### config.mk
export PLATFORM = sky130hd
export DESIGN_NAME = ptt_scan
export DESIGN_NICKNAME = d
export VERILOG_FILES = /design/src/rtl/page_translation_table_defines.svh /design/src/rtl/ptt_pkg.sv /design/src/rtl/ptt_scan.sv
export SDC_FILE = /design/constraint.sdc
export NUM_CORES = 1
export LEC_CHECK = 0
export ABC_CLOCK_PERIOD_IN_PS = 3900
export BUFFER_PORTS_ARGS = -buffer_cell sky130_fd_sc_hd__clkbuf_2
export CAP_MARGIN = 0
export CORE_MARGIN = 1.5
export CORE_UTILIZATION = 43
export DETAILED_ROUTE_END_ITERATION = 12
export PLACE_DENSITY = 0.85
export SETUP_SLACK_MARGIN = 0.02
export SYNTH_ARGS = -nofsm -noshare
export SYNTH_HDL_FRONTEND = slang
export SYNTH_SLANG_ARGS = --single-unit
### constraint.sdc
create_clock -name vclk -period 3.9
set_input_delay 0.78 -clock vclk [all_inputs]
set_output_delay 0.78 -clock vclk [all_outputs]
set_load 0.005 [all_outputs]
### src/rtl/page_translation_table_defines.svh
// Assertion macros shared by the page translation table RTL.
`ifndef PAGE_TRANSLATION_TABLE_DEFINES_SVH
`define PAGE_TRANSLATION_TABLE_DEFINES_SVH

// Same-cycle implication, checked outside reset.
`define PTT_ASSERT_IMPL(lbl, ante, cons) \
  lbl: assert property (@(posedge clk) disable iff (rst) (ante) |-> (cons)) \
    else $error("page table check failed");

// Next-cycle implication, checked outside reset.
`define PTT_ASSERT_NEXT(lbl, ante, cons) \
  lbl: assert property (@(posedge clk) disable iff (rst) (ante) |=> (cons)) \
    else $error("page table sequencing check failed");

`endif

### src/rtl/ptt_pkg.sv
// Shared types and codes for the page translation table.
`default_nettype none

package ptt_pkg;

  // Operation codes carried in the mode field
  localparam logic [2:0] MODE_ADD       = 3'd0;
  localparam logic [2:0] MODE_DEL_VIRT  = 3'd1;
  localparam logic [2:0] MODE_DEL_PHYS  = 3'd2;
  localparam logic [2:0] MODE_FIND_VIRT = 3'd3;
  localparam logic [2:0] MODE_FIND_PHYS = 3'd4;

  // Result status codes
  localparam logic [1:0] ST_OK   = 2'd0;
  localparam logic [1:0] ST_FULL = 2'd1;
  localparam logic [1:0] ST_MISS = 2'd2;

  // Configuration register indexes
  localparam logic REG_MAX_ENTRIES = 1'b0;

  localparam logic [6:0] MAX_ENTRIES_RESET = 7'd64;

  typedef struct packed {
    logic [2:0]  mode;
    logic [31:0] virt_addr;
    logic [31:0] phys_addr;
  } in_beat_t;

  typedef struct packed {
    logic [1:0] status;
    logic [5:0] found_index;
    logic [6:0] entry_total;
  } out_beat_t;

  // Per-cell control from the sequencer
  typedef struct packed {
    logic load;      // write the new pair into this cell
    logic shift;     // take the pair from the cell above
    logic cmp;       // capture the compare result
    logic use_phys;  // compare against the physical address
  } cell_ctl_t;

endpackage

`default_nettype wire

### src/rtl/ptt_scan.sv
// Lowest-hit scan: prefix OR over the hit row and index of the first hit.
`default_nettype none

module ptt_scan
  import ptt_pkg::*;
#(
  parameter int DEPTH = 64,
  parameter int IW    = 6
) (
  input  wire logic [DEPTH-1:0] hit,
  output logic      [DEPTH-1:0] at_or_above,
  output logic                  any_hit,
  output logic      [IW-1:0]    first_idx
);

  logic [DEPTH-1:0] first;

  // Log-depth prefix OR: bit i set when some cell at or below i hits
  always_comb begin
    at_or_above = hit;
    for (int s = 1; s < DEPTH; s = s * 2) begin
      at_or_above = at_or_above | (at_or_above << s);
    end
  end

  assign first   = hit & ~(at_or_above << 1);
  assign any_hit = at_or_above[DEPTH-1];

  // Encode the single first-hit bit
  always_comb begin
    first_idx = '0;
    for (int i = 0; i < DEPTH; i++) begin
      if (first[i]) begin
        first_idx = first_idx | IW'(i);
      end
    end
  end

endmodule

`default_nettype wire

# After elaboration in Yosys (flattened, before gate mapping)
# Cells that the tools add are included.
[totals] reg_bits=0 latchBits=0 ramBits=0 rom_bits=0 in_bits=64 output_inout_bits=71 wordCells=71 memories=0
[classes] n_addsub=0 multipliers=0 div=0 magnitude_cmp=0 eq_ne=0 shift=0 n_mux=63 bitwise_logic=8 n_reduce_logical=0
[op_table] cell="64-bit OR" count=6
[op_table] cell="6-bit 2-to-1 mux" count=32
[op_table] cell="5-bit 2-to-1 mux" count=16
[op_table] cell="64-bit bitwise AND" count=1
[op_table] cell="64-bit NOT" count=1
[op_table] cell="4-bit 2-to-1 mux" count=8
[op_table] cell="3-bit 2-to-1 mux" count=4
[op_table] cell="2-bit 2-to-1 mux" count=2
[op_table] cell="1-bit 2-to-1 mux" count=1

# Logic depth before layout (Yosys ltp)
[logic_depth] word_depth=71 mapped_depth=10 ltp_nobuf=9

# Least setup slack after synthesis
# Ideal clock, no wire load.
[synth_timing] path_type="in2out" startpoint="input port hit[28]" endpoint="output port at_or_above[56]" t_arrival_ps=2958 required_ps=3120 path_slack_ps=162 stages=9 path_buffers=1 path_cell_list="or2_1 buf_2 or3_4 nor3_4 inv_4 nor2_8 inv_4 or3_4 or4_1"
[synth_via] elab_chain_cells=6
[synth_lines] item="start: declaration" line_no="ptt_scan.sv:10" source="input wire logic [DEPTH-1:0] hit,"
[synth_lines] item="64-bit OR (6 in series)" line_no="ptt_scan.sv:22" source="at_or_above = at_or_above | (at_or_above << s);"
[synth_lines] item="end: declaration" line_no="ptt_scan.sv:11" source="output logic [DEPTH-1:0] at_or_above,"
# No other way between the ends.

# Worst setup path in the final report
[layout_timing] startpoint="input port hit[34]" endpoint="output port first_idx[1]"
[layout_via] elab_chain_cells=37 word_cells_on_any_way=38 cone_classes="mux (30); bitwise (8)"
[layout_lines] item="64-bit OR (6 in series)" line_no="ptt_scan.sv:22"
[layout_lines] item="64-bit NOT" line_no="ptt_scan.sv:26" source="assign first = hit & ~(at_or_above << 1);"
[layout_lines] item="64-bit bitwise AND (*)" line_no="ptt_scan.sv:26"
[layout_lines] item="6-bit 2-to-1 mux (28 in series)" line_no="ptt_scan.sv:33" source="if (first[i]) begin"
[layout_lines] item="6-bit 2-to-1 mux (*)" line_no="ptt_scan.sv:33"
[layout_lines] item="end: declaration" line_no="ptt_scan.sv:13" source="output logic [IW-1:0] first_idx"
# Every way passes the cells marked *; elsewhere a longest branch is shown, timed or not.

==> reports/results.ini <==
[status]
outcome=complete, no violations

[logic_synthesis]
yosysSeqAreaShare_pct=0
syn_nets=371
syn_area_um2=1810
avgSynthCellArea_um2=5.89
synthCells=307
synth-warning-count=0
synth_cell_types=54

[timing]
slew_headroom_pct=62.6
fin_crit_sh_pct=98.9
clock.fmax_ghz=0.259
maxSlewViolCount=0
finalSetupViolations=0
period_needed_ps=3860
hold_viol=0
worstMarginPinSlew_ps=556

[setup_path]
startpoint_type=input pin
crit_chain=clkbuf_2, or3_1, or4_4, buf_4, or4_4, o311a_1, and3_1, nand4b_1, clkbuf_2
critPathKind=input pin to primary output
cp-endpoint=first_idx[1]
cp-end-kind=primary output
path_max_fanout=4
cp.depth=9
slowest_stage=or4_4
crit_start=hit[34]
worst_ep_arrival_time_ps=3080
crit_buf_inv=3
cp.required_ps=3120
critPathMaxStageDelay_ps=530
critPathTopFamily=simple AND/OR/NAND/NOR gates

[floorplan]
start_util_pct=44.8
die_h_um=67.8
die-area_um2=4600
io_pins=135
rows=23
die_width_um=67.8
core_area_um2=4030

[routing]
ant_nets=0
vias_per_cell=6.16
route.detailed.drc=0
avgRoutedWirePerCell_um=17.4
firstDrtPassIters=5
drt-total-wl_um=9030
drt_iter0_drc=324
route.vias.total=3195

[final_layout]
seq_cell_count=0
clockBufferCount=0
fin_cells=519
fill_cells=383
drive_gt1_share_pct=42.2
diodes=0
multi_input_area_um2=1750
regArea_um2=0
syn_to_final_growth_pct=57.5
final_net_count=535

[global_route]
grt_antenna_before_repair=0
grt_max_degree=14
grt_util_all_layers_pct=35.9
grt_pass1_wl_um=12700
gr-total-overflow=0
grt_pass1_vias=2515

[job]
drv_cap=0

[power_and_ir_drop]
peakVddDrop_mv=0.0449
leakage_nw=1.20
power.density_nw_per_um2=47.9
power_mw=0.136

[clock_network]
cts_hold_buf=0

[place]
place.gp.congestion=1.00
dpl.hpwl_um=7550
dp.cells=515
io_buffers=135

[min_path]
hold_path.class=input pin to primary output

[routing by layer]
| layer | up-vias | routed length (um) | GRT usage, % |
|---|---|---|---|
| li1 | 1525 | - | - |
| met1 | 1472 | 3860 | 53.6 |
| met2 | 185 | 4200 | 57.7 |
| met3 | 13 | 867 | 3.45 |
| met4 | 0 | 108 | 3.00 |
| met5 | - | 0 | 0 |
[worst min path at each step]
stage	from	to	slack, ps	depth (start not counted)
finish	hit[0]	at_or_above[0]	1800	2
global placement	hit[0]	at_or_above[0]	1780	2
floorplan	hit[0]	at_or_above[0]	1640	1
CTS	hit[0]	at_or_above[0]	1790	2
global route	hit[0]	at_or_above[0]	1820	2
detailed placement	hit[0]	at_or_above[0]	1780	2
[synth_stat cells (4+ instances only)]
master    count  area, um^2
nand2_1      34         128
or3_1        10        62.6
nand2b_1      7        43.8
nor2b_1       8        50.1
inv_1        25        93.8
o211ai_1      7        52.6
nand4b_1      5        43.8
nor4_1       27         169
nand4_1      27         169
a211oi_1      4        30.0
nor3_1       21         105
or2_2         5        31.3
a21oi_1       7        35.0
nor2_1       33         124
nand3_1      21         105
nor4_2        5        62.6
or4_1         5        37.5
[final cells by class]
type / instances / area share [%]
Multi-Input combinational cell: 273 / 61.4
Timing Repair Buffer: 169 / 32.7
Inverter: 27 / 3.74
Tap cell: 50 / 2.20
[kinds of logic after synthesis]
| logic type | share of synthesized area (%) |
|---|---|
| AND/OR/NAND/NOR | 75.3 |
| AO/OA/AOI/OAI | 16.8 |
| buffers and inverters | 7.89 |
[stage by stage]
stage               cell area [um^2]  hold WS (ps)  setup slack (ps)  TNS [ps]  utilization (%)
finish                          2850          1800              44.0         0             70.7
global route                    2850          1820             -9.87     -16.1             70.7
CTS                             2730          1790              37.2         0             67.9
detailed placement              2730          1780              41.0         0             67.9
global placement                2730          1780              41.2         0             67.9
floorplan                       1810          1640               162         0                -
[power by group]
part           leakage [nW]  switching, mW  internal (mW)  total [mW]
combinational          1.20         0.0842         0.0521       0.136
clock                     0              0              0           0
sequential                0              0              0           0
total                  1.20         0.0842         0.0521       0.136
[cells in the final DEF, fill, tap and decap left out, types with 2 or more instances in the layout]
cell       count
clkbuf_2     134
buf_4         34
nand2_1       33
nor2_1        33
nand4_1       27
inv_1         25
nor4_1        22
nor3_1        21
nand3_1       21
or3_1         10
nor2b_1        8
nand2b_1       7
o211ai_1       7
a21oi_1        7
nor4_2         6
or2_2          5
nor4_4         5
nand4b_1       5
a211oi_1       4
or4_1          3
nand3b_1       3
nor3b_1        3
or3_4          2
nor3_2         2
inv_4          2
or4_4          2
nor4b_1        2
and2_1         2
o2111ai_1      2
a32oi_1        2
and3_1         2
o21ai_0        2
a22o_1         2
[what timing repair did]
action	in CTS	in global routing
resized for setup	0	14
setup endpoints to repair	0	6
buffers inserted	0	4
Note: power is estimated with default switching activity, not from simulation.
