## config.mk

```make
export PLATFORM = sky130hd
export DESIGN_NAME = ptt_cell
export DESIGN_NICKNAME = d
export VERILOG_FILES = /design/src/rtl/page_translation_table_defines.svh /design/src/rtl/ptt_pkg.sv /design/src/rtl/ptt_cell.sv
export SDC_FILE = /design/constraint.sdc
export NUM_CORES = 1
export LEC_CHECK = 0
export BUFFER_PORTS_ARGS = -buffer_cell sky130_fd_sc_hd__buf_2
export CAP_MARGIN = 20
export CORE_UTILIZATION = 42
export DETAILED_ROUTE_END_ITERATION = 7
export GPL_ROUTABILITY_DRIVEN = 0
export PLACE_DENSITY = 0.81
export REMOVE_ABC_BUFFERS = 1
export SLEW_MARGIN = 20
export SYNTH_ARGS = -nofsm -noshare
export SYNTH_HDL_FRONTEND = slang
export SYNTH_SLANG_ARGS = --single-unit
```

## constraint.sdc

```tcl
create_clock -name clk -period 2.4 [get_ports clk]
set_input_delay 0.24 -clock clk [delete_from_list [all_inputs] [get_ports clk]]
set_output_delay 0.24 -clock clk [all_outputs]
set_load 0.005 [all_outputs]
```

## src/rtl/page_translation_table_defines.svh

```systemverilog
// Assertion macros shared by the page translation table RTL.
`ifndef PAGE_TRANSLATION_TABLE_DEFINES_SVH
`define PAGE_TRANSLATION_TABLE_DEFINES_SVH

// Same-cycle implication, checked outside reset.
`define PTT_ASSERT_IMPL(lbl, ante, cons) \
  lbl: assert property (@(posedge clk) disable iff (rst) (ante) |-> (cons)) \
    else $error("page table check failed");

// Next-cycle implication, checked outside reset.
`define PTT_ASSERT_NEXT(lbl, ante, cons) \
  lbl: assert property (@(posedge clk) disable iff (rst) (ante) |=> (cons)) \
    else $error("page table sequencing check failed");

`endif

```

## src/rtl/ptt_pkg.sv

```systemverilog
// Shared types and codes for the page translation table.
`default_nettype none

package ptt_pkg;

  // Operation codes carried in the mode field
  localparam logic [2:0] MODE_ADD       = 3'd0;
  localparam logic [2:0] MODE_DEL_VIRT  = 3'd1;
  localparam logic [2:0] MODE_DEL_PHYS  = 3'd2;
  localparam logic [2:0] MODE_FIND_VIRT = 3'd3;
  localparam logic [2:0] MODE_FIND_PHYS = 3'd4;

  // Result status codes
  localparam logic [1:0] ST_OK   = 2'd0;
  localparam logic [1:0] ST_FULL = 2'd1;
  localparam logic [1:0] ST_MISS = 2'd2;

  // Configuration register indexes
  localparam logic REG_MAX_ENTRIES = 1'b0;

  localparam logic [6:0] MAX_ENTRIES_RESET = 7'd64;

  typedef struct packed {
    logic [2:0]  mode;
    logic [31:0] virt_addr;
    logic [31:0] phys_addr;
  } in_beat_t;

  typedef struct packed {
    logic [1:0] status;
    logic [5:0] found_index;
    logic [6:0] entry_total;
  } out_beat_t;

  // Per-cell control from the sequencer
  typedef struct packed {
    logic load;      // write the new pair into this cell
    logic shift;     // take the pair from the cell above
    logic cmp;       // capture the compare result
    logic use_phys;  // compare against the physical address
  } cell_ctl_t;

endpackage

`default_nettype wire

```

## src/rtl/ptt_cell.sv

```systemverilog
// One table cell: holds a virtual/physical pair and compares it with the key.
`default_nettype none

module ptt_cell
  import ptt_pkg::*;
#(
  parameter int ADDR_WIDTH = 32
) (
  input  wire logic                  clk,
  input  wire cell_ctl_t             ctl,
  input  wire logic                  live,
  input  wire logic [ADDR_WIDTH-1:0] key,
  input  wire logic [ADDR_WIDTH-1:0] new_virt,
  input  wire logic [ADDR_WIDTH-1:0] new_phys,
  input  wire logic [ADDR_WIDTH-1:0] up_virt,
  input  wire logic [ADDR_WIDTH-1:0] up_phys,
  output logic      [ADDR_WIDTH-1:0] virt,
  output logic      [ADDR_WIDTH-1:0] phys,
  output logic                       hit
);

  // Load a new pair or take the neighbor's pair on a compaction
  always_ff @(posedge clk) begin
    if (ctl.load) begin
      virt <= new_virt;
      phys <= new_phys;
    end else if (ctl.shift) begin
      virt <= up_virt;
      phys <= up_phys;
    end
  end

  // Capture the match against the key; dead cells never hit
  always_ff @(posedge clk) begin
    if (ctl.cmp) begin
      hit <= live && ((ctl.use_phys ? phys : virt) == key);
    end
  end

endmodule

`default_nettype wire

```

Yosys cells after proc, flatten, opt, wreduce, memory -nomap -nowiden. Cells that the tools add are included.

Flip-flop bits (word level): 65. Bits of input ports: 166. Output and inout port bits: 65.

Equal/unequal tests: 1. Multiplexer cells: 5. Reduce and logical (&&, ||, !) cells: 2.

Operator list (count): 2-to-1 mux 32 bit (5); equality test 32 bit (1); nonzero test 2 bit (1); logical AND 1 bit (1).

Logic depth before layout (Yosys ltp). Gate-level depths: netlist of run 1.

Depth after elaboration: 3. Depth in mapped cells: 7. Depth with buffers taken out: 5.

Worst setup path before layout of run 1. OpenSTA, ideal clock, no wires.

Path type: input -> register. From: in ctl[3] (netlist name). To: reg phys[0] (enable). Arrival: 1.777 ns. Path slack: 0.229 ns. Stages: 3. Path buffers: 2. Cell sequence: clkbuf_1 -> clkbuf_1 -> or2_2.

Cells in the longest elaborated chain, start to end: 1.

RTL lines: start, declared (line ptt_cell.sv:10) `input wire cell_ctl_t ctl,`; nonzero test 2 bit (no source line); end signal, assigned (line ptt_cell.sv:26) `phys <= new_phys;`; end signal, assigned (line ptt_cell.sv:29) `phys <= up_phys;`; end, declared (line ptt_cell.sv:18) `output logic [ADDR_WIDTH-1:0] phys,`.

Every way passes these cells. A chain may end at the register's enable or synchronous reset.

Final worst setup path of run 1.
From: in ctl[0] (netlist name). To: reg hit, data pin.

Cells in the longest elaborated chain, start to end: 3.

RTL lines: 2-to-1 mux 32 bit (line ptt_cell.sv:36) `hit <= live && ((ctl.use_phys ? phys : virt) == key);`; equality test 32 bit (line ptt_cell.sv:36); logical AND 1 bit (line ptt_cell.sv:36); end signal, assigned (line ptt_cell.sv:36); end, declared (line ptt_cell.sv:19) `output logic hit`.

Every way passes these cells.

==> flow_summary.toml, run 1 <==
[timing]
final_min_period_over_clock_period_pct = 69.5
hold_violations = 0
timing.slew.headroom_pct = 46.5
final.setup.tns_ns = 0
finalClockSkew_ns = 0.00708
slew_at_the_pin_closest_to_its_max_slew_limit_ns = 0.803
finalMaxSlewViolations = 0
whs_ns = 0.137
period_needed_ns = 1.67
setup_viol = 0
max_freq_mhz = 600
grt_setup_unrepaired = "false"

[drt]
drt_wl_total_mm = 8.40
dr.first_iter.drc_count = 67
post_drt_wl_per_cell_um = 15.0
viasPerCell = 4.79
drc = 0
detail-route-antenna-nets = 0
detailedRoute.firstPassIterationCount = 4
dr_total_vias = 2679

[critical_path]
start_kind = "input pin"
regToRegEndpoint = "hit"
worst_setup_path_end_kind = "register"
crit_chain = "buf_2, buf_12, mux2i_1, xnor2_1, nor4_1, nand3_1, nor3_2"
stage_delay_of_the_slowest_cell_on_the_critical_path_ns = 0.42
crit_fanout = 16
cp_data_arrival_time_ns = 1.84
cp_num_cells = 7
worst_ep_required_time_ns = 2.58
critPathTopFamily = "buffers and inverters"
reg2regPathDepth = 5
worst-path-buf-inv = 2
crit_type = "in2reg"
timing.reg2reg.setup_slack_ns = 0.88
regToRegStartpoint = "phys[25]"
crit_path_top_delay_cell = "sky130_fd_sc_hd__buf_2"

[final_layout]
layout_common_cells = "sky130_fd_sc_hd__buf_2, sky130_fd_sc_hd__edfxtp_1, sky130_fd_sc_hd__mux2_2, sky130_fd_sc_hd__mux2i_1, sky130_fd_sc_hd__xnor2_1"
syn2layout_area_growth_pct = 41.4
total_nets_final = 618
mostFrequentLayoutCell = "sky130_fd_sc_hd__buf_2"
antenna_cells_inserted = 0
layout-drive-gt1-share_pct = 68.5

[floorplanning]
coreArea_mm2 = 0.00781
starting_utilization_of_the_core_area_pct = 43.9
fp.dieArea_mm2 = 0.00853
fp.dieH_um = 92.4
io_pins = 231
placement_rows = 32
floorplan.die.width_um = 92.4

[power]
power_leakage_nw = 2.20
vdd_drop_max_mv = 0.361
gate_power_share_pct = 21.5
switching_share_pct = 24.8
pwr-share-clk_pct = 26.7
share_seq_of_total_power_pct = 51.8
netSwitchingPower_mw = 0.697
p_per_area_mw_per_mm2 = 580
internal_power_mw = 2.12
p_total_mw = 2.81

[clocking]
htree_num_levels = 3
cts_buffers = 9
hold_buffers = 0
number_of_sinks_on_the_clock_net = 65
cts_resized = 0
path_clk_slew_ns = 0.06
post_cts_setup_buffers = 0
cts.path.max_buffers = 2
cts_tree = "built"
worst_skew_pair.late_latency_ns = 0.33
ctsRootBufferMaster = "sky130_fd_sc_hd__clkbuf_8"

[min_path]
critical_hold_path_startpoint = "ctl[1]"
whs_path_depth = 1
worstHoldPathType = "in2reg"
worstHoldEndpoint = "hit"

[outcome]
status = "complete, no violations"

[yosys]
synth_top_cell_area_share_pct = 56.9
number_of_warnings_reported_in_the_yosys_synthesis_log = 0
syn_area_per_cell_um2 = 15.8
postSynthCellCount = 217
synth.area.top_cells = "sky130_fd_sc_hd__edfxtp_1, sky130_fd_sc_hd__mux2_2, sky130_fd_sc_hd__mux2i_1"
synth_cell_types = 16
ys_seq_area_share_pct = 56.9
ff_latch_count_synth = 65
synth_top_area_cell = "sky130_fd_sc_hd__edfxtp_1"
syn_area_mm2 = 0.00343

[global_route]
maximum_number_of_pins_on_one_net_before_global_route_repair = 65
grt_use_met3_pct = 5.34
antenna_found_initial = 0
grt.busiest_layer = "met2"
via_count_of_the_first_global_routing_pass = 2776
grt.overflow.total = 0
grt_util_met2_pct = 39.7
track_usage_pct = 20.0
groute.layer.met1.usage_pct = 19.7
grt_pass1_wl_mm = 12.8

[run]
max-cap-violations = 0

[placed_design]
io_buffers = 230
dp_hpwl_mm = 6.58
==> per-stage QoR <==
stage / utilization, % / area (µm²) / worst slack, ns / instances
finish: 62.1 / 4850 / 0.732 / 559
global route: 62.1 / 4850 / 0.489 / 559
CTS: 62.1 / 4850 / 0.665 / 559
detailed placement: 60.1 / 4700 / 0.324 / 543
global placement: 60.1 / 4700 / 0.359 / 543
floorplan: - / 3350 / 0.939 / 206
==> synth_stat cells <==
| cell type | instances |
|---|---|
| sky130_fd_sc_hd__mux2i_1 | 32 |
| sky130_fd_sc_hd__buf_6 | 2 |
| sky130_fd_sc_hd__buf_4 | 1 |
| sky130_fd_sc_hd__nor3_1 | 1 |
| sky130_fd_sc_hd__edfxtp_1 | 65 |
| sky130_fd_sc_hd__nor3_2 | 1 |
| sky130_fd_sc_hd__nor4_1 | 7 |
| sky130_fd_sc_hd__nand4_1 | 1 |
| sky130_fd_sc_hd__xor2_1 | 1 |
| sky130_fd_sc_hd__xnor2_1 | 31 |
| sky130_fd_sc_hd__nand3_1 | 2 |
| sky130_fd_sc_hd__buf_2 | 4 |
| sky130_fd_sc_hd__clkbuf_1 | 3 |
| sky130_fd_sc_hd__or2_2 | 1 |
| sky130_fd_sc_hd__buf_8 | 1 |
| sky130_fd_sc_hd__mux2_2 | 64 |
==> flip-flops by register name, summed over array words and instances (netlist names) <==
signal,count
virt,32
hit,1
phys,32
==> worst register-to-register path: stages, from the launching register on <==
cell	delay [ns]
sky130_fd_sc_hd__edfxtp_1	0.38
sky130_fd_sc_hd__mux2i_1	0.19
sky130_fd_sc_hd__xnor2_1	0.09
sky130_fd_sc_hd__nor4_1	0.37
sky130_fd_sc_hd__nand4_1	0.21
sky130_fd_sc_hd__nor3_2	0.14
==> per-layer routing <==
metal	vias up	share of wire, %
li1	1301	-
met1	1225	36
met2	144	55
met3	9	7.6
met4	0	1.3
met5	-	0
==> worst max-delay path by stage <==
stage                 from  endpoint  slack [ns]
global placement    ctl[0]       hit        0.36
detailed placement  ctl[0]       hit        0.32
CTS                 ctl[0]       hit        0.66
finish              ctl[0]       hit        0.73
floorplan           ctl[2]   phys[0]        0.94
global route        ctl[0]       hit        0.49
==> logic make-up after synthesis <==
logic type    Yosys count  share of synthesized area, %
buf+inv                11                          2.22
mux                    96                          30.3
simple gates           13                          2.37
flops                  65                          56.9
xor+xnor               32                          8.17
==> layout make-up <==
cell class                 count  area [µm²]
sequential                    65        1950
timing repair buffer         235        1210
clock inverter                 5        22.5
tap                          102         128
multi-input combinational    141        1400
fill                         644        2960
clock buffer                  11         131
==> power by group through the flow <==
stage          Clock, mW  Sequential [mW]  Combinational (mW)
5_1_grt            0.822             1.47               0.663
2_1_floorplan          0             1.49               0.257
4_1_cts            0.770             1.46               0.615
3_5_place_dp           0             1.48               0.612
6_report           0.751             1.46               0.605
3_3_place_gp           0             1.48               0.596
Power figures use the tool's default switching activity.
==> run 2, diff against run 1 <==
clock period = 1.6 ns   (was 2.4 ns; I/O delays follow)
==> flow_summary.toml, run 2 (synthesized netlist as in run 1, its figures left out) <==
[outcome]
status = "complete, no violations"

[floorplanning]
coreArea_mm2 = 0.00781
starting_utilization_of_the_core_area_pct = 43.9
fp.dieH_um = 92.4
placement_rows = 32
floorplan.die.width_um = 92.4
io_pins = 231
fp.dieArea_mm2 = 0.00853

[drt]
dr_total_vias = 2730
drt_wl_total_mm = 8.79
detailedRoute.firstPassIterationCount = 4
viasPerCell = 4.85
route.met3.wl_um = 612
met2_wirelength_mm = 4.82
detail-route-antenna-nets = 0
drc = 0
met1Wirelength_mm = 3.19
post_drt_wl_per_cell_um = 15.6
dr.first_iter.drc_count = 46
highest-signal-layer = "met4"

[final_layout]
largest_registers = "phys x32, virt x32, hit x1"
fillerInstances = 635
total_nets_final = 623
mostFrequentLayoutCell = "sky130_fd_sc_hd__buf_2"
syn2layout_area_growth_pct = 44.2
layout_common_cells = "sky130_fd_sc_hd__buf_2, sky130_fd_sc_hd__edfxtp_1, sky130_fd_sc_hd__mux2_2, sky130_fd_sc_hd__mux2i_1, sky130_fd_sc_hd__xnor2_1"
finalNonFillerCells = 563
antenna_cells_inserted = 0
layout-drive-gt1-share_pct = 69.4

[critical_path]
regToRegStartpoint = "virt[29]"
startpoint_of_the_worst_setup_timing_path = "virt[29]"
worst_ep_required_time_ns = 1.77
cp_data_arrival_time_ns = 1.70
stage_delay_of_the_slowest_cell_on_the_critical_path_ns = 0.40
timing.reg2reg.setup_slack_ns = 0.07
crit_chain = "mux2i_1, xnor2_1, nor4_2, buf_4, nand4_1, nor3_2"
regToRegEndpoint = "hit"
worst_setup_path_end_kind = "register"
reg2regPathDepth = 6
crit_path_top_delay_cell = "sky130_fd_sc_hd__edfxtp_1"
crit_type = "reg2reg"
crit_fanout = 2
crit_path_end = "hit"
start_kind = "register"

[timing]
timing.slew.headroom_pct = 78.0
setup_viol = 0
final_min_period_over_clock_period_pct = 95.5
grt_setup_unrepaired = "true"
layout_setup_ws_ns = 0.0718
finalClockSkew_ns = 0.0127
period_needed_ns = 1.53
finalMaxSlewViolations = 0
hold_violations = 0
slew_at_the_pin_closest_to_its_max_slew_limit_ns = 0.327
max_freq_mhz = 654

[placed_design]
dp_hpwl_mm = 7.08
pre_cts_ws_ns = -0.134
io_buffers = 230
placed_cells = 548

[global_route]
maximum_number_of_pins_on_one_net_before_global_route_repair = 37
antenna_found_initial = 0
grt.overflow.total = 0
via_count_of_the_first_global_routing_pass = 2758
grt_pass1_wl_mm = 13.0
track_usage_pct = 20.4

[clocking]
hold_buffers = 0
cts_resized = 0
cts.path.max_buffers = 2
post_cts_setup_buffers = 0
ctsRootBufferMaster = "sky130_fd_sc_hd__clkbuf_8"
htree_num_levels = 3
number_of_sinks_on_the_clock_net = 65
path_clk_slew_ns = 0.07
worst_skew_pair.late_latency_ns = 0.33
cts_buffers = 9
cts_tree = "built"

[power]
p_per_area_mw_per_mm2 = 862
vdd_drop_max_mv = 0.529
power_leakage_nw = 2.24
p_total_mw = 4.27

[run]
max-cap-violations = 0

[min_path]
worstHoldPathType = "in2reg"
## run 2: cell count changes in the layout (fill, tap and decap cells not counted), sizes merged
| cell | change |
|---|---|
| buf | +5 |
| clkinvlp | +1 |
| clkinv | -2 |
## run 2: worst min-delay path by stage
stage / from / end / slack [ns] / cells past startpoint
3_3_place_gp: ctl[1] / hit / 0.36 / 1
2_1_floorplan: ctl[1] / hit / 0.27 / 0
3_5_place_dp: ctl[1] / hit / 0.36 / 1
4_1_cts: ctl[1] / hit / 0.02 / 1
6_report: ctl[1] / hit / 0.04 / 1
5_1_grt: ctl[1] / hit / 0.02 / 1
## run 2: final cells by class
cell class                 count  area (µm²)  area share [%]
timing repair buffer         240        1300            26.3
multi-input combinational    141        1420            28.6
clock inverter                 4        21.3           0.430
sequential                    65        1950            39.4
clock buffer                  11         131            2.65
tap                          102         128            2.58
## run 2: worst max-delay path, delay by kind of cell, from the launching register on
kind / cells / cell delay [ns]
xor+xnor: 1 / 0.11
buf+inv: 1 / 0.15
flops: 1 / 0.40
mux: 1 / 0.18
simple gates: 3 / 0.54
## run 2: where the power goes
group	total, mW	internal [mW]	switching (mW)
clock	1.12	0.544	0.578
sequential	2.19	2.09	0.0926
combinational	0.957	0.560	0.396
## run 2: through the flow
step / setup TNS, ns / instance area, µm² / hold slack (ns) / util [%]
2_1_floorplan: 0 / 3350 / 0.272 / -
3_3_place_gp: -0.163 / 4780 / 0.362 / 61.3
3_5_place_dp: -0.134 / 4780 / 0.363 / 61.3
4_1_cts: 0 / 4940 / 0.0193 / 63.2
5_1_grt: -0.0898 / 4950 / 0.0168 / 63.4
6_report: 0 / 4950 / 0.0389 / 63.4
## run 2: layer usage
layer | vias up | track usage [%]
met1 | 1253 | 20.8
met2 | 151 | 38.6
met4 | 0 | 8.98
met5 | - | 0
li1 | 1309 | -
met3 | 17 | 5.17
==> run 3, diff against run 2 <==
CORE_MARGIN = 8   (was not set)
CTS_CLUSTER_DIAMETER = 80   (was not set)
SETUP_SLACK_MARGIN = 0.4   (was not set)
==> flow_summary.toml, run 3 (synthesized netlist as in run 1, its figures left out) <==
[power]
p_per_area_mw_per_mm2 = 897
power_leakage_nw = 2.25
pwr-share-clk_pct = 29.2
switching_share_pct = 24.4
vdd_drop_max_mv = 0.557
internal_power_mw = 3.36
p_total_mw = 4.45
share_seq_of_total_power_pct = 49.2
netSwitchingPower_mw = 1.09
gate_power_share_pct = 21.6

[floorplanning]
io_pins = 231
placement_rows = 33
fp.dieArea_mm2 = 0.0113
floorplan.die.width_um = 106
fp.dieH_um = 106
starting_utilization_of_the_core_area_pct = 42.6
coreArea_mm2 = 0.00805

[clocking]
post_cts_setup_buffers = 0
cts_buffers = 9
number_of_sinks_on_the_clock_net = 65
ctsRootBufferMaster = "sky130_fd_sc_hd__clkbuf_8"
worst_skew_pair.late_latency_ns = 0.32
cts.path.max_buffers = 2
htree_num_levels = 3
cts_tree = "built"
hold_buffers = 0
path_clk_slew_ns = 0.07

[drt]
drc = 0
detail-route-antenna-nets = 0
viasPerCell = 4.81
drt_wl_total_mm = 10.2
detailedRoute.firstPassIterationCount = 4
dr.first_iter.drc_count = 77
dr_total_vias = 2730
post_drt_wl_per_cell_um = 17.9

[timing]
whs_ns = 0.0416
setup_viol = 0
finalClockSkew_ns = 0.00521
period_needed_ns = 1.52
timing.slew.headroom_pct = 75.1
slew_at_the_pin_closest_to_its_max_slew_limit_ns = 0.373
hold_violations = 0
max_freq_mhz = 659
grt_setup_unrepaired = "true"
final_min_period_over_clock_period_pct = 94.8
finalMaxSlewViolations = 0

[final_layout]
layout.core_utilization_pct = 61.6
antenna_cells_inserted = 0
layout-drive-gt1-share_pct = 69.3
mostFrequentLayoutCell = "sky130_fd_sc_hd__buf_2"
fillerInstances = 672
final_area_mm2 = 0.00496
largest_registers = "phys x32, virt x32, hit x1"
syn2layout_area_growth_pct = 44.6
layout_common_cells = "sky130_fd_sc_hd__buf_2, sky130_fd_sc_hd__edfxtp_1, sky130_fd_sc_hd__mux2_2, sky130_fd_sc_hd__mux2i_1, sky130_fd_sc_hd__xnor2_1"
total_nets_final = 624

[placed_design]
io_buffers = 230
dp_hpwl_mm = 8.63
post_dp_cell_area_mm2 = 0.00477

[global_route]
grt.overflow.total = 0
maximum_number_of_pins_on_one_net_before_global_route_repair = 35
via_count_of_the_first_global_routing_pass = 3177
grt_pass1_wl_mm = 15.5
track_usage_pct = 17.5
antenna_found_initial = 0

[min_path]
worstHoldEndpoint = "hit"
worstHoldPathType = "in2reg"
critical_hold_path_startpoint = "ctl[1]"
whs_path_depth = 1

[critical_path]
regToRegStartpoint = "phys[10]"
timing.reg2reg.setup_slack_ns = 0.08
cp_data_arrival_time_ns = 1.70
start_kind = "register"
crit_fanout = 2
crit_type = "reg2reg"
reg2regPathDepth = 6
regToRegEndpoint = "hit"
worst_setup_path_end_kind = "register"
worst_ep_required_time_ns = 1.78

[outcome]
status = "complete, no violations"

[run]
max-cap-violations = 0
[run 3: cell types whose count changed in the layout (fill, tap and decap cells not counted), sizes merged]
cell	previous run	this run
buf	240	241
bufinv	0	1
clkbuf	11	12
clkinvlp	1	0
[run 3: final cells by class]
| class | count | area (µm²) | share of cell area [%] |
|---|---|---|---|
| flip-flops and latches | 65 | 1950 | 39.3 |
| multi-input cells | 141 | 1420 | 28.5 |
| clock buffers | 12 | 135 | 2.72 |
| clock inverters | 4 | 43.8 | 0.883 |
| well taps | 105 | 131 | 2.65 |
| repair buffers | 241 | 1280 | 25.9 |
[run 3: power groups by stage]
stage          logic (mW)  clock network [mW]  registers (mW)
2_1_floorplan       0.386                   0            2.24
3_3_place_gp        0.935                   0            2.22
3_5_place_dp        0.968                   0            2.23
4_1_cts             0.978                1.34            2.19
5_1_grt              1.05                1.41            2.21
6_report            0.962                1.30            2.19
[run 3: timing repair]
| action | in CTS | in global routing |
|---|---|---|
| gates resized for setup | 1 | 1 |
| pin swaps | 1 | 0 |
| setup endpoints to repair | 1 | 1 |
[run 3: worst max path at each step]
stage	slack, ns	start	cells past startpoint	endpoint
floorplan	0.22	ctl[2]	1	phys[0]
global placement	-0.07	ctl[0]	8	hit
detailed placement	-0.14	ctl[0]	8	hit
CTS	0.02	phys[10]	6	hit
global route	-0.05	phys[10]	6	hit
finish	0.08	phys[10]	6	hit
[run 3: routing by layer]
| metal | share of wire, % | track usage [%] | up-vias |
|---|---|---|---|
| met5 | 0 | 0 | - |
| met4 | 1.1 | 5.43 | 0 |
| met3 | 10 | 8.05 | 9 |
| met2 | 55 | 33.4 | 128 |
| met1 | 33 | 15.8 | 1284 |
| li1 | - | - | 1309 |
[run 3: per-stage QoR]
| step | TNS [ns] | instances | setup slack [ns] |
|---|---|---|---|
| 2_1_floorplan | 0 | 206 | 0.219 |
| 3_3_place_gp | -0.0688 | 552 | -0.0688 |
| 3_5_place_dp | -0.145 | 552 | -0.145 |
| 4_1_cts | 0 | 568 | 0.0162 |
| 5_1_grt | -0.0510 | 568 | -0.0510 |
| 6_report | 0 | 568 | 0.0829 |
[run 3: worst max-delay path, cell delays in order (launching register included)]
cell                       delay, ns
sky130_fd_sc_hd__edfxtp_1       0.39
sky130_fd_sc_hd__mux2i_1        0.18
sky130_fd_sc_hd__xnor2_1        0.09
sky130_fd_sc_hd__nor4_2         0.28
sky130_fd_sc_hd__buf_4          0.16
sky130_fd_sc_hd__nand4_1        0.14
sky130_fd_sc_hd__nor3_2         0.13
